### src/rtl/zcdw_pkg.sv
// ----------------------------------------------------------------------------
// zcdw_pkg
// Types and constants shared by the central directory walker and its checker.
// ----------------------------------------------------------------------------
package zcdw_pkg;

  localparam logic [31:0] SIG_ENTRY       = 32'h02014b50;
  localparam logic [31:0] SIG_END         = 32'h06054b50;
  localparam logic [5:0]  SIG_LAST_POS    = 6'd3;
  localparam logic [5:0]  OFS_NAME_LEN    = 6'd28;
  localparam logic [5:0]  OFS_EXTRA_LEN   = 6'd30;
  localparam logic [5:0]  OFS_COMMENT_LEN = 6'd32;
  localparam logic [5:0]  HDR_LAST_POS    = 6'd45;
  localparam logic [15:0] ENTRY_MAX       = 16'hFFFF;

  typedef enum logic [1:0] {
    PH_HEADER,
    PH_NAME,
    PH_SKIP,
    PH_DONE
  } phase_t;

  typedef enum logic [2:0] {
    KIND_NAME   = 3'd0,
    KIND_NONAME = 3'd1,
    KIND_END    = 3'd2,
    KIND_BADSIG = 3'd3,
    KIND_TRUNC  = 3'd4
  } kind_t;

  typedef struct packed {
    kind_t       kind;
    logic [7:0]  name_byte;
    logic        name_end;
    logic [15:0] entry_index;
    logic        run_last;
  } result_t;

endpackage

### src/rtl/zip_central_directory_walker.sv
// ----------------------------------------------------------------------------
// zip_central_directory_walker
// Walks the records of a ZIP central directory one byte at a time.
// ----------------------------------------------------------------------------
// Bytes of the directory region arrive on s_axis, one per transaction, with
// s_axis_tlast on the final byte of the region. Each 46-byte record header is
// checked for the entry signature, its name, extra and comment lengths are
// captured, the name bytes go out on m_axis and the extra and comment bytes
// are dropped. An empty name gives one entry marker; the end signature gives
// a clean end, any other signature an error; a region that ends before the
// walk does gives a truncated marker after any other result of that byte.
// m_axis_tlast flags the last result of an input byte.
// An accepted byte is held in the input register; its results enter a
// two-slot output queue once it has room for all of them and show on
// m_axis from there. One byte is taken every cycle while the queue has
// room; a byte with two results (the final byte of a region) waits until
// the queue is empty. When m_axis stalls the queue fills and input stops
// after one more byte. Reset empties both stages and puts the walker at
// the start of a region; the end of every region also puts the walker
// back at the start.
// ----------------------------------------------------------------------------
module zip_central_directory_walker
  import zcdw_pkg::*;
(
  input  logic        clk,
  input  logic        rst,
  input  logic        s_axis_tvalid,
  output logic        s_axis_tready,
  input  logic [7:0]  s_axis_tdata,   // [7:0] data_byte
  input  logic        s_axis_tlast,   // region_end
  output logic        m_axis_tvalid,
  input  logic        m_axis_tready,
  output logic [31:0] m_axis_tdata,   // [7:0] name_byte, [8] name_end,
                                      // [24:9] entry_index, [31:25] zero
  output logic [2:0]  m_axis_tuser,   // [2:0] kind
  output logic        m_axis_tlast    // run_last
);

  localparam logic [1:0] QUEUE_DEPTH = 2'd2;

  // input register
  logic       s1_valid;
  logic [7:0] s1_byte;
  logic       s1_last;

  // walker state
  phase_t      phase;
  logic [5:0]  header_position;
  logic [23:0] sig_shift;
  logic [15:0] name_length;
  logic [15:0] extra_length;
  logic [15:0] cmt_length;
  logic [16:0] remaining;
  logic [15:0] entry_count;

  phase_t      phase_next;
  logic [5:0]  header_position_next;
  logic [23:0] sig_shift_next;
  logic [15:0] name_length_next;
  logic [15:0] extra_length_next;
  logic [15:0] cmt_length_next;
  logic [16:0] remaining_next;
  logic [15:0] entry_count_next;

  logic [31:0] sig_full;
  logic [16:0] remain_dec;
  logic [16:0] skip_len;
  logic        finish;

  result_t     prim;
  result_t     trunc;
  result_t     res0;
  logic        prim_valid;
  logic        trunc_valid;
  logic [1:0]  n_res;
  logic        fire;

  // output queue
  result_t     q [2];
  result_t     q_next [2];
  logic [1:0]  q_cnt;
  logic [1:0]  q_cnt_mid;
  logic [1:0]  q_cnt_next;
  logic        pop;

  assign sig_full   = {s1_byte, sig_shift};
  assign remain_dec = (remaining != 17'd0) ? remaining - 17'd1 : 17'd0;
  assign skip_len   = {1'b0, extra_length} + {1'b0, cmt_length};

  // next state of the walk for the byte in the input register
  always_comb begin
    phase_next           = phase;
    header_position_next = header_position;
    sig_shift_next       = sig_shift;
    name_length_next     = name_length;
    extra_length_next    = extra_length;
    cmt_length_next      = cmt_length;
    remaining_next       = remaining;
    entry_count_next     = entry_count;
    finish               = 1'b0;
    unique case (phase)
      PH_HEADER: begin
        if (header_position <= SIG_LAST_POS) begin
          sig_shift_next = sig_full[31:8];
        end
        if (header_position == SIG_LAST_POS) begin
          if (sig_full == SIG_ENTRY) begin
            header_position_next = header_position + 6'd1;
          end else begin
            phase_next = PH_DONE;
          end
        end else begin
          if (header_position == OFS_NAME_LEN) begin
            name_length_next = {8'h00, s1_byte};
          end else if (header_position == OFS_NAME_LEN + 6'd1) begin
            name_length_next = {s1_byte, name_length[7:0]};
          end else if (header_position == OFS_EXTRA_LEN) begin
            extra_length_next = {8'h00, s1_byte};
          end else if (header_position == OFS_EXTRA_LEN + 6'd1) begin
            extra_length_next = {s1_byte, extra_length[7:0]};
          end else if (header_position == OFS_COMMENT_LEN) begin
            cmt_length_next = {8'h00, s1_byte};
          end else if (header_position == OFS_COMMENT_LEN + 6'd1) begin
            cmt_length_next = {s1_byte, cmt_length[7:0]};
          end
          if (header_position >= HDR_LAST_POS) begin
            header_position_next = 6'd0;
            if (name_length != 16'd0) begin
              phase_next     = PH_NAME;
              remaining_next = {1'b0, name_length};
            end else begin
              finish = 1'b1;
            end
          end else begin
            header_position_next = header_position + 6'd1;
          end
        end
      end
      PH_NAME: begin
        if (remain_dec == 17'd0) begin
          finish = 1'b1;
        end else begin
          remaining_next = remain_dec;
        end
      end
      PH_SKIP: begin
        remaining_next = remain_dec;
        if (remain_dec == 17'd0) begin
          phase_next = PH_HEADER;
        end
      end
      PH_DONE: begin
      end
    endcase
    // close the entry: count it and skip its extra and comment fields
    if (finish) begin
      entry_count_next = (entry_count == ENTRY_MAX) ? entry_count : entry_count + 16'd1;
      remaining_next   = skip_len;
      phase_next       = (skip_len != 17'd0) ? PH_SKIP : PH_HEADER;
    end
  end

  // results of the byte in the input register
  always_comb begin
    prim             = '0;
    prim.entry_index = entry_count;
    prim_valid       = 1'b0;
    unique case (phase)
      PH_HEADER: begin
        if (header_position == SIG_LAST_POS) begin
          if (sig_full != SIG_ENTRY) begin
            prim_valid = 1'b1;
            prim.kind  = (sig_full == SIG_END) ? KIND_END : KIND_BADSIG;
          end
        end else if (header_position >= HDR_LAST_POS && name_length == 16'd0) begin
          prim_valid = 1'b1;
          prim.kind  = KIND_NONAME;
        end
      end
      PH_NAME: begin
        prim_valid     = 1'b1;
        prim.kind      = KIND_NAME;
        prim.name_byte = s1_byte;
        prim.name_end  = (remaining == 17'd1);
      end
      PH_SKIP, PH_DONE: begin
      end
    endcase
    trunc_valid       = s1_last && (phase_next != PH_DONE);
    trunc             = '0;
    trunc.kind        = KIND_TRUNC;
    trunc.entry_index = entry_count_next;
    trunc.run_last    = 1'b1;
    prim.run_last     = !trunc_valid;
    res0              = prim_valid ? prim : trunc;
    n_res             = {1'b0, prim_valid} + {1'b0, trunc_valid};
  end

  // advance only when the queue can take every result of this byte
  assign fire          = s1_valid && (n_res <= QUEUE_DEPTH - q_cnt);
  assign s_axis_tready = !s1_valid || fire;
  assign pop           = m_axis_tvalid && m_axis_tready;

  always_comb begin
    q_next    = q;
    q_cnt_mid = q_cnt;
    if (pop) begin
      q_next[0] = q[1];
      q_cnt_mid = q_cnt - 2'd1;
    end
    if (fire) begin
      if (n_res == 2'd2) begin
        q_next[0] = res0;
        q_next[1] = trunc;
      end else if (n_res == 2'd1) begin
        q_next[q_cnt_mid[0]] = res0;
      end
    end
    q_cnt_next = q_cnt_mid + (fire ? n_res : 2'd0);
  end

  always_ff @(posedge clk) begin
    if (rst) begin
      s1_valid <= 1'b0;
    end else if (s_axis_tready) begin
      s1_valid <= s_axis_tvalid;
    end
    if (s_axis_tvalid && s_axis_tready) begin
      s1_byte <= s_axis_tdata;
      s1_last <= s_axis_tlast;
    end
  end

  always_ff @(posedge clk) begin
    if (rst || (fire && s1_last)) begin
      phase           <= PH_HEADER;
      header_position <= 6'd0;
      sig_shift       <= 24'd0;
      name_length     <= 16'd0;
      extra_length    <= 16'd0;
      cmt_length      <= 16'd0;
      remaining       <= 17'd0;
      entry_count     <= 16'd0;
    end else if (fire) begin
      phase           <= phase_next;
      header_position <= header_position_next;
      sig_shift       <= sig_shift_next;
      name_length     <= name_length_next;
      extra_length    <= extra_length_next;
      cmt_length      <= cmt_length_next;
      remaining       <= remaining_next;
      entry_count     <= entry_count_next;
    end
  end

  always_ff @(posedge clk) begin
    if (rst) begin
      q_cnt <= 2'd0;
    end else begin
      q_cnt <= q_cnt_next;
    end
    q <= q_next;
  end

  assign m_axis_tvalid = (q_cnt != 2'd0);
  assign m_axis_tdata  = {7'd0, q[0].entry_index, q[0].name_end, q[0].name_byte};
  assign m_axis_tuser  = q[0].kind;
  assign m_axis_tlast  = q[0].run_last;

endmodule

### config.mk
export PLATFORM = sky130hd
export DESIGN_NAME = zip_central_directory_walker
export DESIGN_NICKNAME = d
export VERILOG_FILES = /design/src/rtl/zcdw_pkg.sv /design/src/rtl/zip_central_directory_walker.sv
export SDC_FILE = /design/constraint.sdc
export NUM_CORES = 1
export LEC_CHECK = 0
export BUFFER_PORTS_ARGS = -buffer_cell sky130_fd_sc_hd__buf_4
export CAP_MARGIN = 25
export CORE_UTILIZATION = 54
export CTS_BUF_LIST = sky130_fd_sc_hd__clkbuf_2 sky130_fd_sc_hd__clkbuf_4 sky130_fd_sc_hd__clkbuf_8
export DETAILED_ROUTE_END_ITERATION = 10
export HOLD_SLACK_MARGIN = 0.03
export PLACE_DENSITY = 0.8
export SLEW_MARGIN = 10
export SYNTH_ARGS = -nofsm -noshare
export SYNTH_HDL_FRONTEND = slang
export SYNTH_SLANG_ARGS = --single-unit
### constraint.sdc
create_clock -name clk -period 6.95 [get_ports clk]
set_input_delay 0.3475 -clock clk [delete_from_list [all_inputs] [get_ports clk]]
set_output_delay 0.3475 -clock clk [all_outputs]
set_load 0.02 [all_outputs]
==> summary.md <==
| Metric | Value |
|---|---|
| Setup CP Type | `reg -> reg` |
| Clock group share of total power | `0.234` |
| Area grow syn2layout | `6.47%` |
| Crit path max-delay cell type | `and3_1` |
| Nature of the critical path endpoint | `flop` |
| DR DRC count | `0` |
| Fin cells | `~1400` |
| Psw | `roughly 1.3 mW` |
| Max Clock Skew | `approximately 0.015 ns` |
| Combinational share of power | `0.356` |
| Clk Latency, worst-skew pair | `around 0.48 ns` |
| Detailed-placement wirelength estimate | `17.2 mm` |
| Global placer's final weighted congestion | `about 0.9` |
| Initial DRC Count | `620` |
| Placed Cells | `1383` |
| Cell repeated most along the worst path | `ha_1` |
| Inserted Diodes | `0` |
| Initial antenna violation count | `0` |
| Worst-path maximum fanout | `9` |
| Area of the die | `19500 um2` |
| Grt ovf | `0` |
| Die span in x | `between 100 and 150 um` |
| Final hold slack | `about 0.043 ns` |
| Ys async rst share | `0` |
| Fraction of layout cells with a size suffix above 1 | `0.101` |
| Die height | `140 um` |
| Max Freq | `163 MHz` |
| Max-Cap Viols | `0` |
| CTS tree | `done` |
| Post-synth EDFFs | `38` |
| I/O pins | `51` |
| Most common cell after layout, fill and taps aside | `nand2_1` |
| Distinct cell type count after synthesis | `84` |
| # nets final | `between 1000 and 1500` |
| R2R cell count | `20` |
| Mapped cell area | `slightly above 10000 um2` |
| Mean Syn Cell Area | `approximately 8.5 um2` |
| Hold Fails Final Rpt | `0` |
| Clock root buffer master | `clkbuf_8` |
| Crit path buffers/inverters | `1` |
| Fin crit share | `0.882` |
| Hold buffer count at CTS | `2` |
| Synth Register Bits | `183` |
| Critical Path Max Stage Delay | `0.60 ns` |
| Sw Share | `0.384` |
| Crit path arrival time | `6.46 ns` |
| Leakage power | `4.01 nW` |
| Most used DFF post-synth | `dfxtp_1` |
| Number of cells on the critical path | `20` |
| Slew Limit Fails | `0` |
| YS warnings | `0` |
| Reg power frac | `0.410` |
| Slew headroom | `0.407` |
| Post-Route WL | `approximately 25 mm` |
| Startpoint Class | `flop` |
| Largest net degree at the start of global routing | `76` |
| Outcome | `finished, final reports clean` |
| Total Power | `3.29 mW` |
| Sink Count | `183` |
| Post-route setup TNS | `0 ns` |
| Hold crit path type | `in -> reg` |
| Int Power | `around 2 mW` |
| H-tree depth | `4` |
| Worst path top cell family by delay | `simple AND/OR/NAND/NOR gates` |
| Clk pin slew, worst setup/hold paths | `0.11 ns` |
| Initial Utilization | `0.559` |
| First-pass GRT wire length | `40.8 mm` |
| Via count | `8702` |
| Most frequent cells in the layout | `156 x nand2_1, 145 x dfxtp_1, 106 x nor2_1` |
| Drt wl/cell | `17.7 um` |
| Endpoints failing setup | `0` |
| RSZ-0062 raised after global routing | `false` |
| GRT Overall Usage | `0.259` |
| Sequential-to-total area share from yosys stat | `0.396` |
| Clock Path Buffers | `2` |
| Vias in the first global route | `8183` |
| Via-to-Cell Ratio | `6.14` |
| Antenna viol nets, final | `0` |
| Post-CTS setup buffers | `0` |
| CP required | `7.28 ns` |
| Post-Syn Instances | `1202` |
| Cell Chain, Critical Path | `inv_1 -> ha_1 -> nor3b_1 -> xor2_1 -> a2111oi_1 -> a41oi_1 -> or4b_1 -> a22oi_1 -> or2_1 -> o21a_1 -> ha_1 -> ha_1 -> nor2b_1 -> o21ai_0 -> and2_1 -> nand2_1 -> nor3b_1 -> and3_1 -> mux2i_1 -> nor2_1` |
| Pre-Repair DR Iteration Count | `5` |
| Core area | `18300 um2` |
| Power density cells | `~300 nW/um2` |
| CTS buffer count | `17` |
| Row cnt | `a little under 50` |
| IO Port Bufs | `43` |
| Fin crit period | `6.13 ns` |
| Worst VDD drop | `0.177 mV` |
| Post-cts resize count | `0` |
| Slew @ Worst Pin | `0.887 ns` |
| Hold Path Stages | `1` |
## final cells by class
type	count	area, um2
flip-flops and latches	183	4040
multi-input cells	885	5560
well taps	229	287
clock buffers	17	234
clock inverters	15	180
fillers	1589	7390
repair buffers	59	460
inverters	30	113
## cell families after synthesis
| logic type | Yosys count | synth area share |
|---|---|---|
| compound gates | 275 | 0.174 |
| xor+xnor | 35 | 0.0300 |
| fa+ha+maj | 36 | 0.0448 |
| buf+inv | 140 | 0.0663 |
| flops | 183 | 0.396 |
| mux | 64 | 0.0628 |
| other cells | 1 | 0.000367 |
| simple gates | 468 | 0.226 |
## path summary, 6_finish.rpt
check	startpoint	end	slack, ns
worst max register to register	remaining[0]	extra_length[5]	0.82
worst max-delay path	remaining[0]	extra_length[5]	0.82
worst min-delay path	s_axis_tdata[5]	s1_byte[5]	0.04
worst min register to register	sig_shift[6]	sig_shift[6]	0.46
## state kept, by name, summed over array words and instances, names as in the netlist, 8 cells and up
register,count
sig_shift,24
s1_byte,8
extra_length,16
name_length,16
m_axis_tdata,25
cmt_length,16
remaining,17
q,29
entry_count,16
## worst register-to-register path: cells and delay by family, from the launching register on
family | cells | cell delay [ns]
xor gates and xnor gates | 1 | 0.16
AOI/OAI and AO/OA | 5 | 1.50
adders and majority gates | 3 | 0.84
buffers and inverters | 1 | 0.11
DFF | 1 | 0.49
and+or+nand+nor | 9 | 2.61
muxes | 1 | 0.26
## power groups by stage
stage / Combinational [mW] / Sequential (mW) / Clock (mW)
after floorplan: 0.940 / 1.32 / 0
after global placement: 1.15 / 1.37 / 0
after global routing: 1.28 / 1.37 / 0.818
after CTS: 1.17 / 1.35 / 0.777
final: 1.17 / 1.35 / 0.769
after detailed placement: 1.16 / 1.38 / 0
## cell usage after synthesis (all sizes together) (11+ instances only)
| cell | count | share of area |
|---|---|---|
| nand3 | 51 | 0.025 |
| inv | 30 | 0.011 |
| a21oi | 105 | 0.051 |
| nor2b | 14 | 0.0086 |
| nor2 | 108 | 0.040 |
| nand2 | 156 | 0.057 |
| nor4 | 18 | 0.012 |
| mux2i | 63 | 0.062 |
| ha | 35 | 0.043 |
| o211ai | 15 | 0.012 |
| xnor2 | 21 | 0.018 |
| edfxtp | 38 | 0.11 |
| dfxtp | 145 | 0.28 |
| xor2 | 14 | 0.012 |
| buf | 46 | 0.032 |
| clkbuf | 64 | 0.024 |
| nor3 | 25 | 0.013 |
| and3 | 11 | 0.0067 |
| a211oi | 15 | 0.011 |
| or3 | 14 | 0.0086 |
| o21ai | 51 | 0.025 |
## through the flow
step	cell area (um2)	utilization	setup slack, ns
6_report	10900	0.595	0.822
5_1_grt	10900	0.595	0.297
4_1_cts	10900	0.595	0.900
3_5_place_dp	10400	0.571	0.937
3_3_place_gp	10400	0.571	1.17
2_1_floorplan	10200	-	1.11
## metal layers
metal,vias to the layer above,global-route usage,wire (um)
li1,4232,-,-
met5,-,0,0
met3,38,0.0389,1510
met1,4144,0.328,10800
met2,288,0.450,12400
met4,0,0.0873,427
(Power assumes the default switching activity.)
